[src/rtl/itp_pkg.sv]
// Package for the integer text parser: character codes, phase and radix types.
// Used by rtl/integer_text_parser_unit.sv; depends on nothing.
package itp_pkg;

    localparam int CharWidth  = 16;
    localparam int ValueWidth = 64;
    localparam int IndexWidth = 16;

    localparam logic [CharWidth-1:0] CHAR_SPACE   = 16'h0020;
    localparam logic [CharWidth-1:0] CHAR_TAB     = 16'h0009;
    localparam logic [CharWidth-1:0] CHAR_CR      = 16'h000D;
    localparam logic [CharWidth-1:0] CHAR_PLUS    = 16'h002B;
    localparam logic [CharWidth-1:0] CHAR_MINUS   = 16'h002D;
    localparam logic [CharWidth-1:0] CHAR_PERCENT = 16'h0025;
    localparam logic [CharWidth-1:0] CHAR_DOLLAR  = 16'h0024;
    localparam logic [CharWidth-1:0] CHAR_ZERO    = 16'h0030;
    localparam logic [CharWidth-1:0] CHAR_NINE    = 16'h0039;
    localparam logic [CharWidth-1:0] CHAR_UPPER_A = 16'h0041;
    localparam logic [CharWidth-1:0] CHAR_UPPER_F = 16'h0046;
    localparam logic [CharWidth-1:0] CHAR_LOWER_A = 16'h0061;
    localparam logic [CharWidth-1:0] CHAR_LOWER_F = 16'h0066;

    typedef enum logic [3:0] {
        PH_SPACE  = 4'b0001,
        PH_PREFIX = 4'b0010,
        PH_DIGITS = 4'b0100,
        PH_TAIL   = 4'b1000
    } phase_t;

    typedef enum logic [1:0] {
        RADIX_DEC = 2'd0,
        RADIX_BIN = 2'd1,
        RADIX_HEX = 2'd2
    } radix_t;

    function automatic logic is_space(input logic [CharWidth-1:0] c);
        return (c == CHAR_SPACE) || (c >= CHAR_TAB && c <= CHAR_CR);
    endfunction

endpackage

[src/rtl/integer_text_parser_unit.sv]
// Top level of the integer text parser: input register, parse logic, result register.
// Depends on rtl/itp_pkg.sv.
// Output: out_valid rises when the last item of a string moves from the input register into the result register.
// Throughput: one item per cycle, but the last item of a string waits while a result is held and out_ready is low;
// the digit step (multiply by base and add) is combinational. Reset: rst_n clears the parse state, the strict mode
// bit and both valid flags. No memory, so there is no clearing pass after reset.
module integer_text_parser_unit #(
    parameter int MAX_CHARS = 65535
) (
    input  logic                             clk,
    input  logic                             rst_n,
    input  logic                             cfg_write_en,
    input  logic                             cfg_write_data,
    input  logic                             in_valid,
    output logic                             in_ready,
    input  logic [itp_pkg::CharWidth-1:0]    char_code,
    input  logic                             last_char,
    input  logic                             empty_string,
    output logic                             out_valid,
    input  logic                             out_ready,
    output logic [itp_pkg::ValueWidth-1:0]   value,
    output logic [itp_pkg::IndexWidth-1:0]   stop_index
);
    import itp_pkg::*;

    localparam logic [IndexWidth-1:0] PosCap =
        (MAX_CHARS < 65535) ? IndexWidth'(MAX_CHARS) : {IndexWidth{1'b1}};

    logic                  strict_reg;
    logic                  s1_valid_reg;
    logic [CharWidth-1:0]  s1_char_reg;
    logic                  s1_last_reg;
    logic                  s1_empty_reg;

    phase_t                phase_reg, phase_next;
    logic                  neg_reg, neg_next;
    radix_t                radix_reg, radix_next;
    logic [ValueWidth-1:0] acc_reg, acc_next;
    logic [IndexWidth-1:0] pos_reg, pos_next;
    logic [IndexWidth-1:0] stop_reg, stop_next;
    logic                  clean_reg, clean_next;

    logic                  out_valid_reg;
    logic [ValueWidth-1:0] value_reg;
    logic [IndexWidth-1:0] stop_index_reg;

    logic                  ends;
    logic                  s1_fire;
    logic                  do_digit;
    logic                  c_space;
    logic [3:0]            digit;
    logic                  digit_ok;
    logic [ValueWidth-1:0] acc_step;
    logic [ValueWidth-1:0] res_value;
    logic [IndexWidth-1:0] res_stop;

    assign ends     = s1_last_reg || s1_empty_reg;
    assign s1_fire  = s1_valid_reg && !(ends && out_valid_reg && !out_ready);
    assign in_ready = !s1_valid_reg || s1_fire;

    assign out_valid  = out_valid_reg;
    assign value      = value_reg;
    assign stop_index = stop_index_reg;

    assign c_space = is_space(s1_char_reg);

    always_comb
    begin
        digit    = 4'd0;
        digit_ok = 1'b0;
        if (s1_char_reg >= CHAR_ZERO && s1_char_reg <= CHAR_NINE)
        begin
            digit    = 4'(s1_char_reg - CHAR_ZERO);
            digit_ok = (radix_reg != RADIX_BIN) || (digit < 4'd2);
        end
        else if (s1_char_reg >= CHAR_UPPER_A && s1_char_reg <= CHAR_UPPER_F)
        begin
            digit    = 4'(s1_char_reg - CHAR_UPPER_A + 16'd10);
            digit_ok = (radix_reg == RADIX_HEX);
        end
        else if (s1_char_reg >= CHAR_LOWER_A && s1_char_reg <= CHAR_LOWER_F)
        begin
            digit    = 4'(s1_char_reg - CHAR_LOWER_A + 16'd10);
            digit_ok = (radix_reg == RADIX_HEX);
        end
    end

    always_comb
    begin
        unique case (radix_reg)
            RADIX_BIN: acc_step = {acc_reg[ValueWidth-2:0], 1'b0} | ValueWidth'(digit);
            RADIX_HEX: acc_step = {acc_reg[ValueWidth-5:0], 4'b0000} | ValueWidth'(digit);
            default:   acc_step = {acc_reg[ValueWidth-4:0], 3'b000}
                                  + {acc_reg[ValueWidth-2:0], 1'b0} + ValueWidth'(digit);
        endcase
    end

    always_comb
    begin
        phase_next = phase_reg;
        neg_next   = neg_reg;
        radix_next = radix_reg;
        acc_next   = acc_reg;
        pos_next   = pos_reg;
        stop_next  = stop_reg;
        clean_next = clean_reg;
        do_digit   = 1'b0;
        if (!s1_empty_reg)
        begin
            unique case (phase_reg)
                PH_SPACE:
                begin
                    if (!c_space)
                    begin
                        if (s1_char_reg == CHAR_PLUS)
                        begin
                            phase_next = PH_PREFIX;
                        end
                        else if (s1_char_reg == CHAR_MINUS)
                        begin
                            neg_next   = 1'b1;
                            phase_next = PH_PREFIX;
                        end
                        else
                        begin
                            phase_next = PH_DIGITS;
                            if (s1_char_reg == CHAR_PERCENT)
                                radix_next = RADIX_BIN;
                            else if (s1_char_reg == CHAR_DOLLAR)
                                radix_next = RADIX_HEX;
                            else
                                do_digit = 1'b1;
                        end
                    end
                end
                PH_PREFIX:
                begin
                    phase_next = PH_DIGITS;
                    if (s1_char_reg == CHAR_PERCENT)
                        radix_next = RADIX_BIN;
                    else if (s1_char_reg == CHAR_DOLLAR)
                        radix_next = RADIX_HEX;
                    else
                        do_digit = 1'b1;
                end
                PH_DIGITS:
                begin
                    do_digit = 1'b1;
                end
                default:
                begin
                    if (!c_space)
                        clean_next = 1'b0;
                end
            endcase
            if (do_digit)
            begin
                if (digit_ok)
                begin
                    acc_next = acc_step;
                end
                else
                begin
                    stop_next  = pos_reg;
                    phase_next = PH_TAIL;
                    if (!c_space)
                        clean_next = 1'b0;
                end
            end
            if (pos_reg < PosCap)
                pos_next = pos_reg + 1'b1;
        end
    end

    always_comb
    begin
        res_stop  = (phase_next == PH_TAIL) ? stop_next : pos_next;
        res_value = neg_next ? (ValueWidth'(0) - acc_next) : acc_next;
        if (strict_reg && !clean_next)
            res_value = '0;
    end

    always_ff @(posedge clk or negedge rst_n)
    begin
        if (!rst_n)
        begin
            strict_reg    <= 1'b0;
            s1_valid_reg  <= 1'b0;
            out_valid_reg <= 1'b0;
            phase_reg     <= PH_SPACE;
            neg_reg       <= 1'b0;
            radix_reg     <= RADIX_DEC;
            acc_reg       <= '0;
            pos_reg       <= '0;
            stop_reg      <= '0;
            clean_reg     <= 1'b1;
        end
        else
        begin
            if (cfg_write_en)
                strict_reg <= cfg_write_data;
            if (in_ready)
                s1_valid_reg <= in_valid;
            if (s1_fire && ends)
                out_valid_reg <= 1'b1;
            else if (out_ready)
                out_valid_reg <= 1'b0;
            if (s1_fire)
            begin
                if (ends)
                begin
                    phase_reg <= PH_SPACE;
                    neg_reg   <= 1'b0;
                    radix_reg <= RADIX_DEC;
                    acc_reg   <= '0;
                    pos_reg   <= '0;
                    stop_reg  <= '0;
                    clean_reg <= 1'b1;
                end
                else
                begin
                    phase_reg <= phase_next;
                    neg_reg   <= neg_next;
                    radix_reg <= radix_next;
                    acc_reg   <= acc_next;
                    pos_reg   <= pos_next;
                    stop_reg  <= stop_next;
                    clean_reg <= clean_next;
                end
            end
        end
    end

    always_ff @(posedge clk)
    begin
        if (in_ready && in_valid)
        begin
            s1_char_reg  <= char_code;
            s1_last_reg  <= last_char;
            s1_empty_reg <= empty_string;
        end
        if (s1_fire && ends)
        begin
            value_reg      <= res_value;
            stop_index_reg <= res_stop;
        end
    end

endmodule
[config.mk]
export PLATFORM = sky130hd
export DESIGN_NAME = integer_text_parser_unit
export DESIGN_NICKNAME = d
export VERILOG_FILES = /design/src/rtl/itp_pkg.sv /design/src/rtl/integer_text_parser_unit.sv
export SDC_FILE = /design/constraint.sdc
export NUM_CORES = 1
export LEC_CHECK = 0
export BUFFER_PORTS_ARGS = -buffer_cell sky130_fd_sc_hd__buf_4
export CORE_MARGIN = 3
export CORE_UTILIZATION = 51
export CTS_BUF_LIST = sky130_fd_sc_hd__clkbuf_4 sky130_fd_sc_hd__clkbuf_8 sky130_fd_sc_hd__clkbuf_16
export CTS_CLUSTER_DIAMETER = 80
export DETAILED_ROUTE_END_ITERATION = 10
export PLACE_DENSITY = 0.69
export SLEW_MARGIN = 20
export SYNTH_ARGS = -nofsm -noshare
export SYNTH_HDL_FRONTEND = slang
export SYNTH_SLANG_ARGS = --single-unit
[constraint.sdc]
create_clock -name clk -period 7.1 [get_ports clk]
set_input_delay 0.355 -clock clk [delete_from_list [all_inputs] [get_ports clk]]
set_output_delay 0.355 -clock clk [all_outputs]
set_load 0.1 [all_outputs]
# == Yosys cells after proc, flatten, opt, wreduce, memory -nomap -nowiden ==
# Cells that the tools add are included.
# word_totals
ff_bits,205
input_bits,24
output_inout_bits,82
elab_cells,132
# op_classes
add_sub_neg,9
order_cmp,10
eq_ne,16
muxes,58
n_bitwise,2
n_reduce_logical,22
# ops
cell,count
$mux W64,5
$mux W16,8
$or A64 B4 Y64,2
$pmux W64 S2,1
$eq A16 B6 Y1 const B,5
$add A64 B4 Y64,1
$add A64 B64 Y64,1
$sub A1 B64 Y64 const A,1
$ge A16 B7 Y1 const B,2
$le A16 B7 Y1 const B,2
$mux W4,8
$mux W1,24
$add A16 B1 Y16 const B,1
$ge A16 B4 Y1 const B,1
$ge A16 B6 Y1 const B,1
$le A16 B4 Y1 const B,1
$le A16 B6 Y1 const B,1
$lt A16 B16 Y1 const B,1
$mux W2,7
$sub A4 B1 Y4 const B,3
$logic_and A1 B1 Y1,10
$ne A3 B3 Y1 const B,3
$add A4 B4 Y4 const B,2
$pmux W4 S2,1
other kinds (17),25

# == Longest topological paths before layout ==
# depth
depth_word,12
mapped_depth,24

# == Least setup slack after synthesis ==
# No wires, ideal clock.
# synth_path
path_kind,register -> register
from,reg s1_char_reg[1]
to,"reg value_reg[57], in the netlist value[57], data pin"
arrival_time_ps,5750
required_ps,6943
path_slack_ps,1193
stages_incl_launch_ff,24
path_buffers,1
synth_period_minus_slack_ps,5907
path_cell_list,edfxtp_1 -> inv_1 -> ha_1 -> buf_2 -> nor3b_1 -> nor4_1 -> nand2_1 -> a211oi_1 -> inv_1 -> ha_1 -> ha_1 -> fa_1 -> a21o_1 -> a311o_1 -> a22o_1 -> or3_1 -> a31o_2 -> nor4_1 -> nor2_1 -> nor3_2 -> nand4_1 -> nor3_1 -> mux2_2 -> nor3_1
# synth_via
elab_chain_len,12
# synth_lines
element,line,text
from (decl),integer_text_parser_unit.sv:31,logic [CharWidth-1:0] s1_char_reg;
from (signal assigned),integer_text_parser_unit.sv:238,s1_char_reg <= char_code;
"$sub A4 B1 Y4, or another cell as far along","integer_text_parser_unit.sv:78, integer_text_parser_unit.sv:83",
"$add A4 B4 Y4, or another cell as far along","integer_text_parser_unit.sv:78, integer_text_parser_unit.sv:83",
$mux W4 / $mux W1 (equally long branches),"integer_text_parser_unit.sv:81, integer_text_parser_unit.sv:127",
$mux W4 / $mux W1 (equally long branches),"integer_text_parser_unit.sv:76, integer_text_parser_unit.sv:119",
$mux W4 / $mux W1 (equally long branches),"integer_text_parser_unit.sv:71, integer_text_parser_unit.sv:115",
"$add A64 B4 Y64, or another cell as far along",integer_text_parser_unit.sv:94,"+ {acc_reg[ValueWidth-2:0], 1'b0} + ValueWidth'(digit);"
$pmux W64 S2 / $pmux W1 S3 (equally long branches),"integer_text_parser_unit.sv:90, integer_text_parser_unit.sv:110",
$mux W64 / $mux W1 (equally long branches),"integer_text_parser_unit.sv:158, integer_text_parser_unit.sv:108",
$mux W64 / $mux W1 (equally long branches),integer_text_parser_unit.sv:156,if (do_digit)
$mux W64 / $mux W1 (equally long branches),integer_text_parser_unit.sv:108,if (!s1_empty_reg)
$sub A1 B64 Y64 / $logic_not A1 Y1 (equally long branches),"integer_text_parser_unit.sv:178, integer_text_parser_unit.sv:179",
$mux W64 / $logic_and A1 B1 Y1 (equally long branches),"integer_text_parser_unit.sv:178, integer_text_parser_unit.sv:179",
to (signal assigned),integer_text_parser_unit.sv:244,value_reg <= res_value;
to (decl),integer_text_parser_unit.sv:44,logic [ValueWidth-1:0] value_reg;
# Parallel ways exist; a longest one is shown, timed or not. The select of a mux whose other input is x is not followed.
# A chain may end at the register's enable or synchronous reset.

# == Worst setup path in the final report ==
# layout_path
from,reg s1_char_reg[1]
to,"reg value_reg[59], in the netlist value[59], data pin"
# The elaborated chain is that of the path after synthesis.

==> qor.csv <==
stage,metric,value,unit
worst_hold_path,hold_depth,1,
floorplanning,ioPinCount,106,
floorplanning,dieHeight,194,um
floorplanning,dieArea,37600,um^2
floorplanning,fp.dieW,194,um
grt,grt_max_degree,75,
placed_design,dp_hpwl,45300,um
critical_path,crit_path_end_kind,register,
yosys,syn_avg_cell_area,8.27,um^2
placed_design,dpl.cell_count,2644,
critical_path,critPathKind,register to register,
yosys,synth_area_leader_cell,edfxtp_1,
sta,setup_violations,0,
floorplanning,coreArea,34600,um^2
final_layout,drive_above_1_share,12.1,%
yosys,ys_seq_area_share,31.3,%
route,routed_via_density,6.83,
cts,clk_pin_slew,0.06,ns
cts,worst_skew_pair.late_latency,0.51,ns
yosys,synth.area.top_cells,"edfxtp_1, dfrtp_1, ha_1",
grt,grt_pass1_wl,96400,um
run_status,status,"complete, no violations",
final_layout,layout.cells.non_filler,2683,
route,dr.first_iter.drc_count,1865,
route,wl_per_cell,22.9,um
yosys,netlist-cell-type-count,92,
sta,finalCritPeriodShare,94.1,%
power_and_ir_drop,irDropWorstVdd,226,uV
cts,clockRootBuffer,clkbuf_16,
final_layout,diodes,0,
sta,rsz0062_at_grt,false,
sta,clock_skew,0.0155,ns
yosys,synthArstFlopShare,52.2,%
placed_design,port_buffers,105,
route,dr.pass1.iters,5,
sta,hold_slack,0.0224,ns
cts,cts_tree,yes,
grt,grt_pass1_vias,17500,
yosys,synth_seq_cells,205,
critical_path,worst_r2r_path_depth,23,
yosys,yosysMostFrequentCell,nand2_1,
yosys,synth_area,18000,um^2
grt,grtUsageTotal,31.4,%
sta,slew_headroom,26.7,%
grt,grt-ovfl-total,0,
floorplanning,start_util,51.9,%
yosys,yosys_most_used_dff,dfrtp_1,
yosys,netlist.area_leader.share,16.4,%
route,num_vias,18300,
critical_path,start_kind,register,
placed_design,gp_congestion,1.02,
worst_hold_path,min_path_type,input port to register,
yosys,synthesis.nets,2334,
sta,hold_viol,0,
sta,fmax,150,MHz
floorplanning,rows,68,
yosys,synth_common_cells,"nand2_1, nor2_1, a21oi_1",
critical_path,cp_data_required_time,7.33,ns
route,drtAntennaViolNets,0,
sta,setup_tns,0,ns
cts,ctsLongestPathBuffers,3,
final_layout,post-route-util,57.7,%
route,drc_errors,0,
cts,cts.sinks,205,
power_and_ir_drop,power_density,159,nW/um^2
yosys,postSynthCellCount,2176,
cts,numCtsBuffers,21,
flow_run,max_cap_violations,0,
yosys,yosysWarnings,0,
grt,antenna_found_initial,1,
cts,ctsHtreeMaxLevel,1,
critical_path,crit_arrival,6.91,ns
sta,fin_crit,6.68,ns
yosys,synth_edf_count,98,
sta,worst_pin_slew,1.09,ns
final_layout,final_nets,2372,
route,totalWireLength,61500,um
critical_path,cp_max_fo,10,
power_and_ir_drop,leakage,8.50,nW
sta,timing.final.max_slew_violations,0,
final_layout,fillers,3168,
final_layout,syn_to_final_growth,11.0,%
## path summary, 6_finish.rpt
kind                                start      endpoint  slack (ns)
max in group asynchronous           rst_n    acc_reg[2]        5.36
setup / recovery           s1_char_reg[1]     value[59]        0.42
setup reg to reg           s1_char_reg[1]     value[59]        0.42
hold / removal               empty_string  s1_empty_reg        0.02
hold reg to reg               acc_reg[63]   acc_reg[63]        0.51
min in group asynchronous           rst_n   acc_reg[56]        0.40
## metal layers
metal	vias to the layer above	share of wire (%)	global-route usage, %
li1	8388	-	-
met1	8756	40	40.5
met2	964	46	51.8
met3	207	7.4	3.86
met4	2	6.2	16.7
met5	-	0.028	0
## critical path, cell delays in order (launching register included)
cell and delay [ns]:
edfxtp_1 0.45, inv_1 0.15, ha_2 0.29, nor3b_1 0.09
nor4_2 0.39, nand2_1 0.16, a211oi_1 0.34, inv_1 0.08
ha_1 0.28, ha_1 0.23, fa_1 0.46, a21o_1 0.23
a311o_1 0.45, o221a_2 0.33, a32oi_1 0.22, o2111ai_1 0.17
o21ai_0 0.40, nand3_1 0.26, nor3_2 0.39, nand4_1 0.29
buf_4 0.24, nor4_1 0.27, or3_1 0.16, a21oi_1 0.06
## what timing repair did
item,CTS,global route
endpoints found under the hold margin,42,0
endpoints found under the setup margin,0,28
buffers inserted,0,1
hold buffers,1,0
gates resized for setup,0,7
## where the power goes
group	internal, W	total, W	switching, W
clock network	0.000670	0.00114	0.000471
registers	0.00132	0.00135	0.0000354
logic	0.000138	0.000680	0.000542
total	0.00213	0.00317	0.00105
## cells by family after synthesis
group / after synthesis / synth area share (%)
and+or+nand+nor: 787 / 21.4
AOI/OAI and AO/OA: 751 / 27.8
DFF: 205 / 31.3
buffers and inverters: 176 / 3.74
adders and majority gates: 134 / 9.41
xor gates and xnor gates: 81 / 3.94
muxes: 42 / 2.42
## layout by cell type (no fill, tap or decap), types with 37 or more instances in the layout
cell,count
ha_1,129
a21oi_1,186
buf_4,152
inv_1,37
dfrtp_1,105
nand2_1,229
xnor2_1,45
nand3_1,59
o21ai_0,179
a22o_1,49
nor3_1,53
nor2_1,213
edfxtp_1,98
nand4_1,45
## final cells by class
type                            instances  area (um^2)  area share (%)
Tap cell                              455          569            2.85
Timing Repair Buffer                  153         1150            5.77
Clock buffer                           24          554            2.78
Inverter                               38          144           0.721
Multi-Input combinational cell       1795        11800            59.0
Sequential cell                       205         5620            28.2
Clock inverter                         13          141           0.708
## metrics by stage
step | total power, W | instance area, um^2 | setup WS [ns]
floorplan | 0.00187 | 18000 | 1.19
global placement | 0.00204 | 19200 | 0.461
detailed placement | 0.00205 | 19200 | 0.340
CTS | 0.00319 | 19900 | 0.298
global route | 0.00327 | 20000 | 0.0609
finish | 0.00317 | 20000 | 0.417
No activity file was read; power rests on OpenSTA's default activity.
